### src/hdl/ps2mpc_pkg.sv
// Types and constants for the PS/2 mouse packet cursor block.
// No dependencies.
package ps2mpc_pkg;

    localparam int RX_W     = 8;
    localparam int LIMIT_W  = 8;
    localparam int BTN_W    = 3;
    localparam int OUT_C_W  = 8;
    localparam int TDATA_W  = 24;
    localparam int SYNC_BIT = 3;
    localparam int CFG_IDX_W = 2;

    localparam logic [LIMIT_W-1:0] RESET_MAX_COL = 8'd79;
    localparam logic [LIMIT_W-1:0] RESET_MAX_ROW = 8'd24;
    localparam logic [7:0]         RESET_COL     = 8'd40;
    localparam logic [7:0]         RESET_ROW     = 8'd12;

    localparam logic [CFG_IDX_W-1:0] CFG_MAX_COLUMN = 2'd0;
    localparam logic [CFG_IDX_W-1:0] CFG_MAX_ROW    = 2'd1;

    typedef enum logic [1:0] {
        PH_HEADER = 2'd0,
        PH_XMOVE  = 2'd1,
        PH_YMOVE  = 2'd2
    } t_phase;

    typedef struct packed {
        logic sync_drop;
        logic packet_done;
    } t_flags;

endpackage

### src/hdl/ps2mpc_step.sv
// Per-byte packet assembly, cursor add and clamp for the PS/2 mouse block.
// Depends on ps2mpc_pkg.
module ps2mpc_step #(
    parameter int COORD_WIDTH = 8
) (
    input  ps2mpc_pkg::t_phase                i_phase,
    input  logic [ps2mpc_pkg::RX_W-1:0]       i_header,
    input  logic [ps2mpc_pkg::RX_W-1:0]       i_xmove,
    input  logic [COORD_WIDTH-1:0]            i_pos_col,
    input  logic [COORD_WIDTH-1:0]            i_pos_row,
    input  logic [ps2mpc_pkg::BTN_W-1:0]      i_buttons,
    input  logic [ps2mpc_pkg::LIMIT_W-1:0]    i_max_col,
    input  logic [ps2mpc_pkg::LIMIT_W-1:0]    i_max_row,
    input  logic [ps2mpc_pkg::RX_W-1:0]       i_byte,
    output ps2mpc_pkg::t_phase                o_phase,
    output logic [ps2mpc_pkg::RX_W-1:0]       o_header,
    output logic [ps2mpc_pkg::RX_W-1:0]       o_xmove,
    output logic [COORD_WIDTH-1:0]            o_pos_col,
    output logic [COORD_WIDTH-1:0]            o_pos_row,
    output logic [ps2mpc_pkg::BTN_W-1:0]      o_buttons,
    output ps2mpc_pkg::t_flags                o_flags
);

    localparam int SW = COORD_WIDTH + 2;

    logic signed [SW-1:0] dx, dy, sum_col, sum_row, lim_col, lim_row;
    logic [COORD_WIDTH-1:0] clamp_col, clamp_row;
    logic sync_ok;

    assign sync_ok = i_byte[ps2mpc_pkg::SYNC_BIT];

    assign dx      = SW'($signed(i_xmove));
    assign dy      = SW'($signed(i_byte));
    assign sum_col = $signed(SW'(i_pos_col)) + dx;
    assign sum_row = $signed(SW'(i_pos_row)) - dy;
    assign lim_col = $signed(SW'(i_max_col));
    assign lim_row = $signed(SW'(i_max_row));

    always_comb begin
        if (sum_col < 0) begin
            clamp_col = '0;
        end else if (sum_col > lim_col) begin
            clamp_col = COORD_WIDTH'(i_max_col);
        end else begin
            clamp_col = sum_col[COORD_WIDTH-1:0];
        end
        if (sum_row < 0) begin
            clamp_row = '0;
        end else if (sum_row > lim_row) begin
            clamp_row = COORD_WIDTH'(i_max_row);
        end else begin
            clamp_row = sum_row[COORD_WIDTH-1:0];
        end
    end

    // next phase
    always_comb begin
        unique case (i_phase)
            ps2mpc_pkg::PH_HEADER: o_phase = sync_ok ? ps2mpc_pkg::PH_XMOVE
                                                     : ps2mpc_pkg::PH_HEADER;
            ps2mpc_pkg::PH_XMOVE:  o_phase = ps2mpc_pkg::PH_YMOVE;
            default:               o_phase = ps2mpc_pkg::PH_HEADER;
        endcase
    end

    // data path and flags; the unused phase code acts as the third byte
    always_comb begin
        o_header  = i_header;
        o_xmove   = i_xmove;
        o_pos_col = i_pos_col;
        o_pos_row = i_pos_row;
        o_buttons = i_buttons;
        o_flags   = '0;
        unique case (i_phase)
            ps2mpc_pkg::PH_HEADER: begin
                if (sync_ok) begin
                    o_header = i_byte;
                end else begin
                    o_flags.sync_drop = 1'b1;
                end
            end
            ps2mpc_pkg::PH_XMOVE: begin
                o_xmove = i_byte;
            end
            default: begin
                o_pos_col = clamp_col;
                o_pos_row = clamp_row;
                o_buttons = i_header[ps2mpc_pkg::BTN_W-1:0];
                o_flags.packet_done = 1'b1;
            end
        endcase
    end

endmodule

### src/hdl/ps2mpc_out_reg.sv
// Result register of the PS/2 mouse block; decouples the two stream sides.
// Depends on ps2mpc_pkg.
module ps2mpc_out_reg (
    input  logic                               i_clk,
    input  logic                               i_rst_n,
    input  logic                               i_load,
    input  logic [ps2mpc_pkg::TDATA_W-1:0]     i_tdata,
    input  ps2mpc_pkg::t_flags                 i_tuser,
    input  logic                               i_m_tready,
    output logic                               o_can_load,
    output logic                               o_m_tvalid,
    output logic [ps2mpc_pkg::TDATA_W-1:0]     o_m_tdata,
    output ps2mpc_pkg::t_flags                 o_m_tuser
);

    logic                           r_valid;
    logic [ps2mpc_pkg::TDATA_W-1:0] r_tdata;
    ps2mpc_pkg::t_flags             r_tuser;

    assign o_can_load = !r_valid || i_m_tready;

    always_ff @(posedge i_clk) begin
        if (!i_rst_n) begin
            r_valid <= 1'b0;
        end else if (o_can_load) begin
            r_valid <= i_load;
        end
    end

    always_ff @(posedge i_clk) begin
        if (i_load && o_can_load) begin
            r_tdata <= i_tdata;
            r_tuser <= i_tuser;
        end
    end

    assign o_m_tvalid = r_valid;
    assign o_m_tdata  = r_tdata;
    assign o_m_tuser  = r_tuser;

endmodule

### src/hdl/ps2_mouse_packet_cursor_top.sv
// PS/2 mouse three-byte packet decoder driving a saturating text cursor.
// Depends on ps2mpc_pkg, ps2mpc_step and ps2mpc_out_reg.
//
// Use:
//   Slave stream (i_s_*) takes one received mouse byte per transfer.
//   Master stream (o_m_*) returns exactly one result per byte: cursor
//   column and row, buttons of the last full packet, and two flags
//   (packet completed, header byte dropped for lack of the sync bit).
//   Config channel (i_cfg_*) writes max_column (index 0) and max_row
//   (index 1); other indexes are ignored. o_cfg_ready is always high.
// Timing:
//   The result is registered: o_m_tvalid rises in the cycle after the
//   input transfer. One byte per cycle is sustained while i_m_tready is
//   high; the single result register allows it. A byte is taken while a
//   result waits if that result leaves in the same cycle.
// Reset:
//   Synchronous, active low. Cursor returns to column 40, row 12, buttons
//   clear, limits return to 79 and 24, the packet restarts at byte one.
// Stall:
//   While i_m_tready is low with a result held, o_s_tready drops and the
//   result stays unchanged.
module ps2_mouse_packet_cursor_top #(
    parameter int COORD_WIDTH = 8
) (
    input  logic                                i_clk,
    input  logic                                i_rst_n,
    input  logic                                i_s_tvalid,
    output logic                                o_s_tready,
    input  logic [ps2mpc_pkg::RX_W-1:0]         i_s_tdata,   // [7:0] rx_byte
    output logic                                o_m_tvalid,
    input  logic                                i_m_tready,
    // [7:0] cursor_col, [15:8] cursor_row, [18:16] button_bits, [23:19] zero
    output logic [ps2mpc_pkg::TDATA_W-1:0]      o_m_tdata,
    output logic [1:0]                          o_m_tuser,   // [0] packet_done, [1] sync_drop
    input  logic                                i_cfg_valid,
    output logic                                o_cfg_ready,
    input  logic [ps2mpc_pkg::CFG_IDX_W-1:0]    i_cfg_index,
    input  logic [ps2mpc_pkg::LIMIT_W-1:0]      i_cfg_data
);

    ps2mpc_pkg::t_phase                r_phase, n_phase;
    logic [ps2mpc_pkg::RX_W-1:0]       r_header, n_header;
    logic [ps2mpc_pkg::RX_W-1:0]       r_xmove, n_xmove;
    logic [COORD_WIDTH-1:0]            r_pos_col, n_pos_col;
    logic [COORD_WIDTH-1:0]            r_pos_row, n_pos_row;
    logic [ps2mpc_pkg::BTN_W-1:0]      r_buttons, n_buttons;
    logic [ps2mpc_pkg::LIMIT_W-1:0]    r_max_col, r_max_row;
    ps2mpc_pkg::t_flags                step_flags, out_flags;
    logic [ps2mpc_pkg::TDATA_W-1:0]    step_tdata;
    logic                              accept;

    assign accept      = i_s_tvalid && o_s_tready;
    assign o_cfg_ready = 1'b1;

    always_ff @(posedge i_clk) begin
        if (!i_rst_n) begin
            r_max_col <= ps2mpc_pkg::RESET_MAX_COL;
            r_max_row <= ps2mpc_pkg::RESET_MAX_ROW;
        end else if (i_cfg_valid) begin
            if (i_cfg_index == ps2mpc_pkg::CFG_MAX_COLUMN) begin
                r_max_col <= i_cfg_data;
            end
            if (i_cfg_index == ps2mpc_pkg::CFG_MAX_ROW) begin
                r_max_row <= i_cfg_data;
            end
        end
    end

    ps2mpc_step #(
        .COORD_WIDTH(COORD_WIDTH)
    ) u_step (
        .i_phase  (r_phase),
        .i_header (r_header),
        .i_xmove  (r_xmove),
        .i_pos_col(r_pos_col),
        .i_pos_row(r_pos_row),
        .i_buttons(r_buttons),
        .i_max_col(r_max_col),
        .i_max_row(r_max_row),
        .i_byte   (i_s_tdata),
        .o_phase  (n_phase),
        .o_header (n_header),
        .o_xmove  (n_xmove),
        .o_pos_col(n_pos_col),
        .o_pos_row(n_pos_row),
        .o_buttons(n_buttons),
        .o_flags  (step_flags)
    );

    always_ff @(posedge i_clk) begin
        if (!i_rst_n) begin
            r_phase   <= ps2mpc_pkg::PH_HEADER;
            r_header  <= '0;
            r_xmove   <= '0;
            r_pos_col <= COORD_WIDTH'(ps2mpc_pkg::RESET_COL);
            r_pos_row <= COORD_WIDTH'(ps2mpc_pkg::RESET_ROW);
            r_buttons <= '0;
        end else if (accept) begin
            r_phase   <= n_phase;
            r_header  <= n_header;
            r_xmove   <= n_xmove;
            r_pos_col <= n_pos_col;
            r_pos_row <= n_pos_row;
            r_buttons <= n_buttons;
        end
    end

    assign step_tdata = {5'b0, n_buttons,
                         ps2mpc_pkg::OUT_C_W'(n_pos_row),
                         ps2mpc_pkg::OUT_C_W'(n_pos_col)};

    ps2mpc_out_reg u_out (
        .i_clk     (i_clk),
        .i_rst_n   (i_rst_n),
        .i_load    (i_s_tvalid),
        .i_tdata   (step_tdata),
        .i_tuser   (step_flags),
        .i_m_tready(i_m_tready),
        .o_can_load(o_s_tready),
        .o_m_tvalid(o_m_tvalid),
        .o_m_tdata (o_m_tdata),
        .o_m_tuser (out_flags)
    );

    assign o_m_tuser = out_flags;

endmodule

### config.mk
export PLATFORM = sky130hd
export DESIGN_NAME = ps2_mouse_packet_cursor_top
export DESIGN_NICKNAME = d
export VERILOG_FILES = /design/src/hdl/ps2mpc_pkg.sv /design/src/hdl/ps2mpc_step.sv /design/src/hdl/ps2mpc_out_reg.sv /design/src/hdl/ps2_mouse_packet_cursor_top.sv
export SDC_FILE = /design/constraint.sdc
export NUM_CORES = 1
export LEC_CHECK = 0
export ABC_AREA = 1
export BUFFER_PORTS_ARGS = -buffer_cell sky130_fd_sc_hd__clkbuf_2
export CAP_MARGIN = 40
export CORE_MARGIN = 5
export CORE_UTILIZATION = 58
export DETAILED_ROUTE_END_ITERATION = 10
export GPL_TIMING_DRIVEN = 1
export MAX_ROUTING_LAYER = met4
export PLACE_DENSITY = 0.82
export SLEW_MARGIN = 30
export SYNTH_ARGS = -nofsm -noshare
export SYNTH_HDL_FRONTEND = slang
export SYNTH_SLANG_ARGS = --single-unit
export TNS_END_PERCENT = 20
### constraint.sdc
create_clock -name i_clk -period 4.1 [get_ports i_clk]
set_input_delay 0.82 -clock i_clk [delete_from_list [all_inputs] [get_ports i_clk]]
set_output_delay 0.82 -clock i_clk [all_outputs]
set_load 0.005 [all_outputs]
==> results.ini <==
[drt]
routed_wl_mm = 10.2
avgRoutedWirePerCell_um = 14.0
drc = 0
ant_nets = 0
drtIter0Drc = 248
avgViaCountPerCell = 5.24
vias = 3814
first_pass_iters = 4

[finish]
nFillCells = 624
fin_cells = 728
insertedDiodeCount = 0
layout-drive-gt1-share_pct = 16.5
num-nets-final = 683
syn_to_final_growth_pct = 10.9

[clocking]
holdBufCountCts = 0
cts_setup_buffers = 0
cts_made_buffers = 9
cts_tree = yes
cts.sinks = 70
clk_latency_ns = 0.35
cts-resized-gates = 0
htree_levels = 3
cts_buffer_depth = 2
clockRootBuffer = clkbuf_8
clk_pin_slew_ns = 0.08

[sta]
fin_crit_sh_pct = 84.4
setup_viol = 0
fmaxAchievable_ghz = 0.289
worst_pin_slew_ns = 0.740
hold_ws_ns = 0.454
skew_ns = 0.00915
drv_slew = 0
rsz0062_at_grt = no
timing.setup.tns_ns = 0
slew_headroom_pct = 50.6
hold_viol_final = 0
period_minus_slack_ns = 3.46

[synthesis]
synth-edff-count = 21
ys_ff_latch = 70
synth_flop_cell = dfxtp_1
yosys.area.top_type = dfxtp_1
ys_types = 36
syn_inst = 583
synth.avg_cell_area_sq_um = 7.60
ys_async_sr_fraction_pct = 0
synthTopCellsByArea = dfxtp_1 (22%), edfxtp_1 (14%), nand2_1 (11%)
netlist_area_sq_um = 4430
yosys.area.top_type_share_pct = 22.1
yosysSeqAreaShare_pct = 36.4
synth_warnings = 0

[setup_path]
crit_top_cell = nand2_1
crit_fanout = 9
path_class = in -> reg
worstSetupStartpointType = input pin
crit_path_max_incr_delay_ns = 0.37
worst-path-buf-inv = 5
crit_chain = clkbuf_2 > inv_1 > ha_1 > nand2_2 > inv_1 > nand2_1 > nand2_1 > a21oi_1 > o21bai_1 > xor2_1 > inv_1 > ha_1 > nand2_1 > inv_1 > nand3_2 > nor2_4 > nand3_4 > nand3_4 > nand2_1 > nand3_1 > nand2_1
crit_family = simple AND/OR/NAND/NOR gates
crit_arrival_ns = 3.57
slowest_stage = ha_1
endpoint_kind = flip-flop
cp.required_ns = 4.21

[hold_path]
hp-class = reg -> reg

[pwr]
clockPowerShare_pct = 33.5
p_int_mw = 1.29
share_comb_of_total_power_pct = 25.1
sw_frac_of_total_pct = 32.4
p_leak_nw = 2.55
ir_drop_mv = 0.183
p_switching_mw = 0.617
power_density_nw_per_um2 = 388
pwr-share-seq_pct = 41.4

[floorplanning]
num_io_pins = 52
coreArea_sq_um = 7330
die-area_sq_um = 9480
floorplan.die.height_um = 97.4
start_util_pct = 60.4
dieWidth_um = 97.4
row_count = 31

[run_status]
status = complete, no violations

[placed_design]
place.gp.congestion = 0.932
dp_cells = 711
portBuffers = 45
detailedPlacementHpwl_mm = 7.77

[global_route]
antenna_found_initial = 0
grt_max_degree = 46
grt_usage_pct = 22.2
grt_pass1_wl_mm = 16.9
grt_pass1_vias = 3776
overflow = 0

[run]
max-cap-violations = 0

[metal layers]
metal  wire, um  global-route usage (%)  share of wire [%]
met5          0                       -                  0
met4        264                    9.48                2.6
met3        511                    2.87                5.0
met2       5320                    39.4                 52
met1       4110                    25.1                 40
[power groups by stage]
stage	combinational [mW]	sequential, mW	clock (mW)
detailed placement	0.470	0.805	0
CTS	0.476	0.789	0.651
global placement	0.453	0.802	0
floorplan	0.366	0.799	0
finish	0.478	0.789	0.639
global route	0.536	0.794	0.685
[registers in the layout (all words and copies together) (netlist names)]
signal            count
u_out.o_m_tuser       2
r_max_row             8
r_max_col             8
r_xmove               8
r_pos_col             8
u_out.o_m_tvalid      1
r_phase               2
r_header              3
u_out.o_m_tdata      19
r_pos_row             8
r_buttons             3
[area by class of cell]
cell class                      count  area (sq um)  area share (%)
Clock buffer                        9           124            2.52
Clock inverter                      7           104            2.11
Inverter                          102           388            7.90
Multi-Input combinational cell    392          2300            46.9
Sequential cell                    70          1610            32.8
Tap cell                           99           124            2.52
Timing Repair Buffer               49           256            5.22
[synthesized netlist by cell type (all sizes together) (4+ instances only)]
cell and n:
clkbuf 12, buf 10, nor3 4, o21bai 7, ha 34, nand3 45, inv 101, xor2 9
o21ai 27, edfxtp 21, o211ai 7, dfxtp 49, nand4 20, a21oi 45, nor2 34, nand2 145
[logic make-up after synthesis]
logic type / synth area share, %
AO/OA/AOI/OAI: 11.2
XOR/XNOR: 2.18
adder cells (fa/ha/maj): 10.5
buffers and inverters: 11.9
flip-flops: 36.4
other: 0.170
AND/OR/NAND/NOR: 27.6
[per-stage QoR]
stage                     util [%]  area (sq um)  setup slack (ns)  power [mW]
after floorplan                  -          4440             0.745        1.17
after global placement        63.7          4670             0.375        1.25
after detailed placement      63.7          4670             0.285        1.28
after CTS                     66.9          4900             0.651        1.92
after global routing          67.0          4910             0.420        2.01
final                         67.0          4910             0.641        1.90
[cells in the final DEF (no fill, tap or decap), types with 3 or more instances in the layout]
cell and n:
nand3_1 37, nand3_4 4, nand3_2 4, xor2_1 9, inv_6 3, ha_1 34
a21oi_1 45, dfxtp_1 49, o21bai_1 7, nand4_1 18, clkinv_4 3, clkbuf_8 9
nor2_2 3, clkbuf_2 45, inv_2 6, o21ai_0 27, nor2_1 29, inv_1 94
nor3_1 4, conb_1 6, nand2_2 12, o211ai_1 7, nand2_1 130, edfxtp_1 21
[worst register-to-register path, stage by stage, from the launching register on]
cell,delay (ns)
dfxtp_1,0.36
ha_1,0.21
inv_1,0.08
fa_1,0.42
inv_1,0.08
nand3_1,0.06
nand2_1,0.11
nand2_1,0.08
o21bai_1,0.15
xor2_1,0.24
inv_1,0.07
ha_1,0.27
nand2_1,0.04
inv_1,0.10
nand3_2,0.11
nor2_4,0.15
nand2_2,0.11
nand2_8,0.12
nand3_4,0.11
nand2_1,0.10
nand3_1,0.14
nand3_1,0.12
nand2_1,0.05
inv_1,0.04
[path summary, 6_finish.rpt]
path	from	end	slack, ns	cells past startpoint
hold / removal	r_buttons[0]	r_buttons[0]	0.45	2
setup reg to reg	r_xmove[0]	r_pos_col[4]	0.73	23
hold reg to reg	r_buttons[0]	r_buttons[0]	0.45	2
setup / recovery	i_s_tdata[3]	u_out.o_m_tdata[12]	0.64	21
No activity file was read; power rests on OpenSTA's default activity.
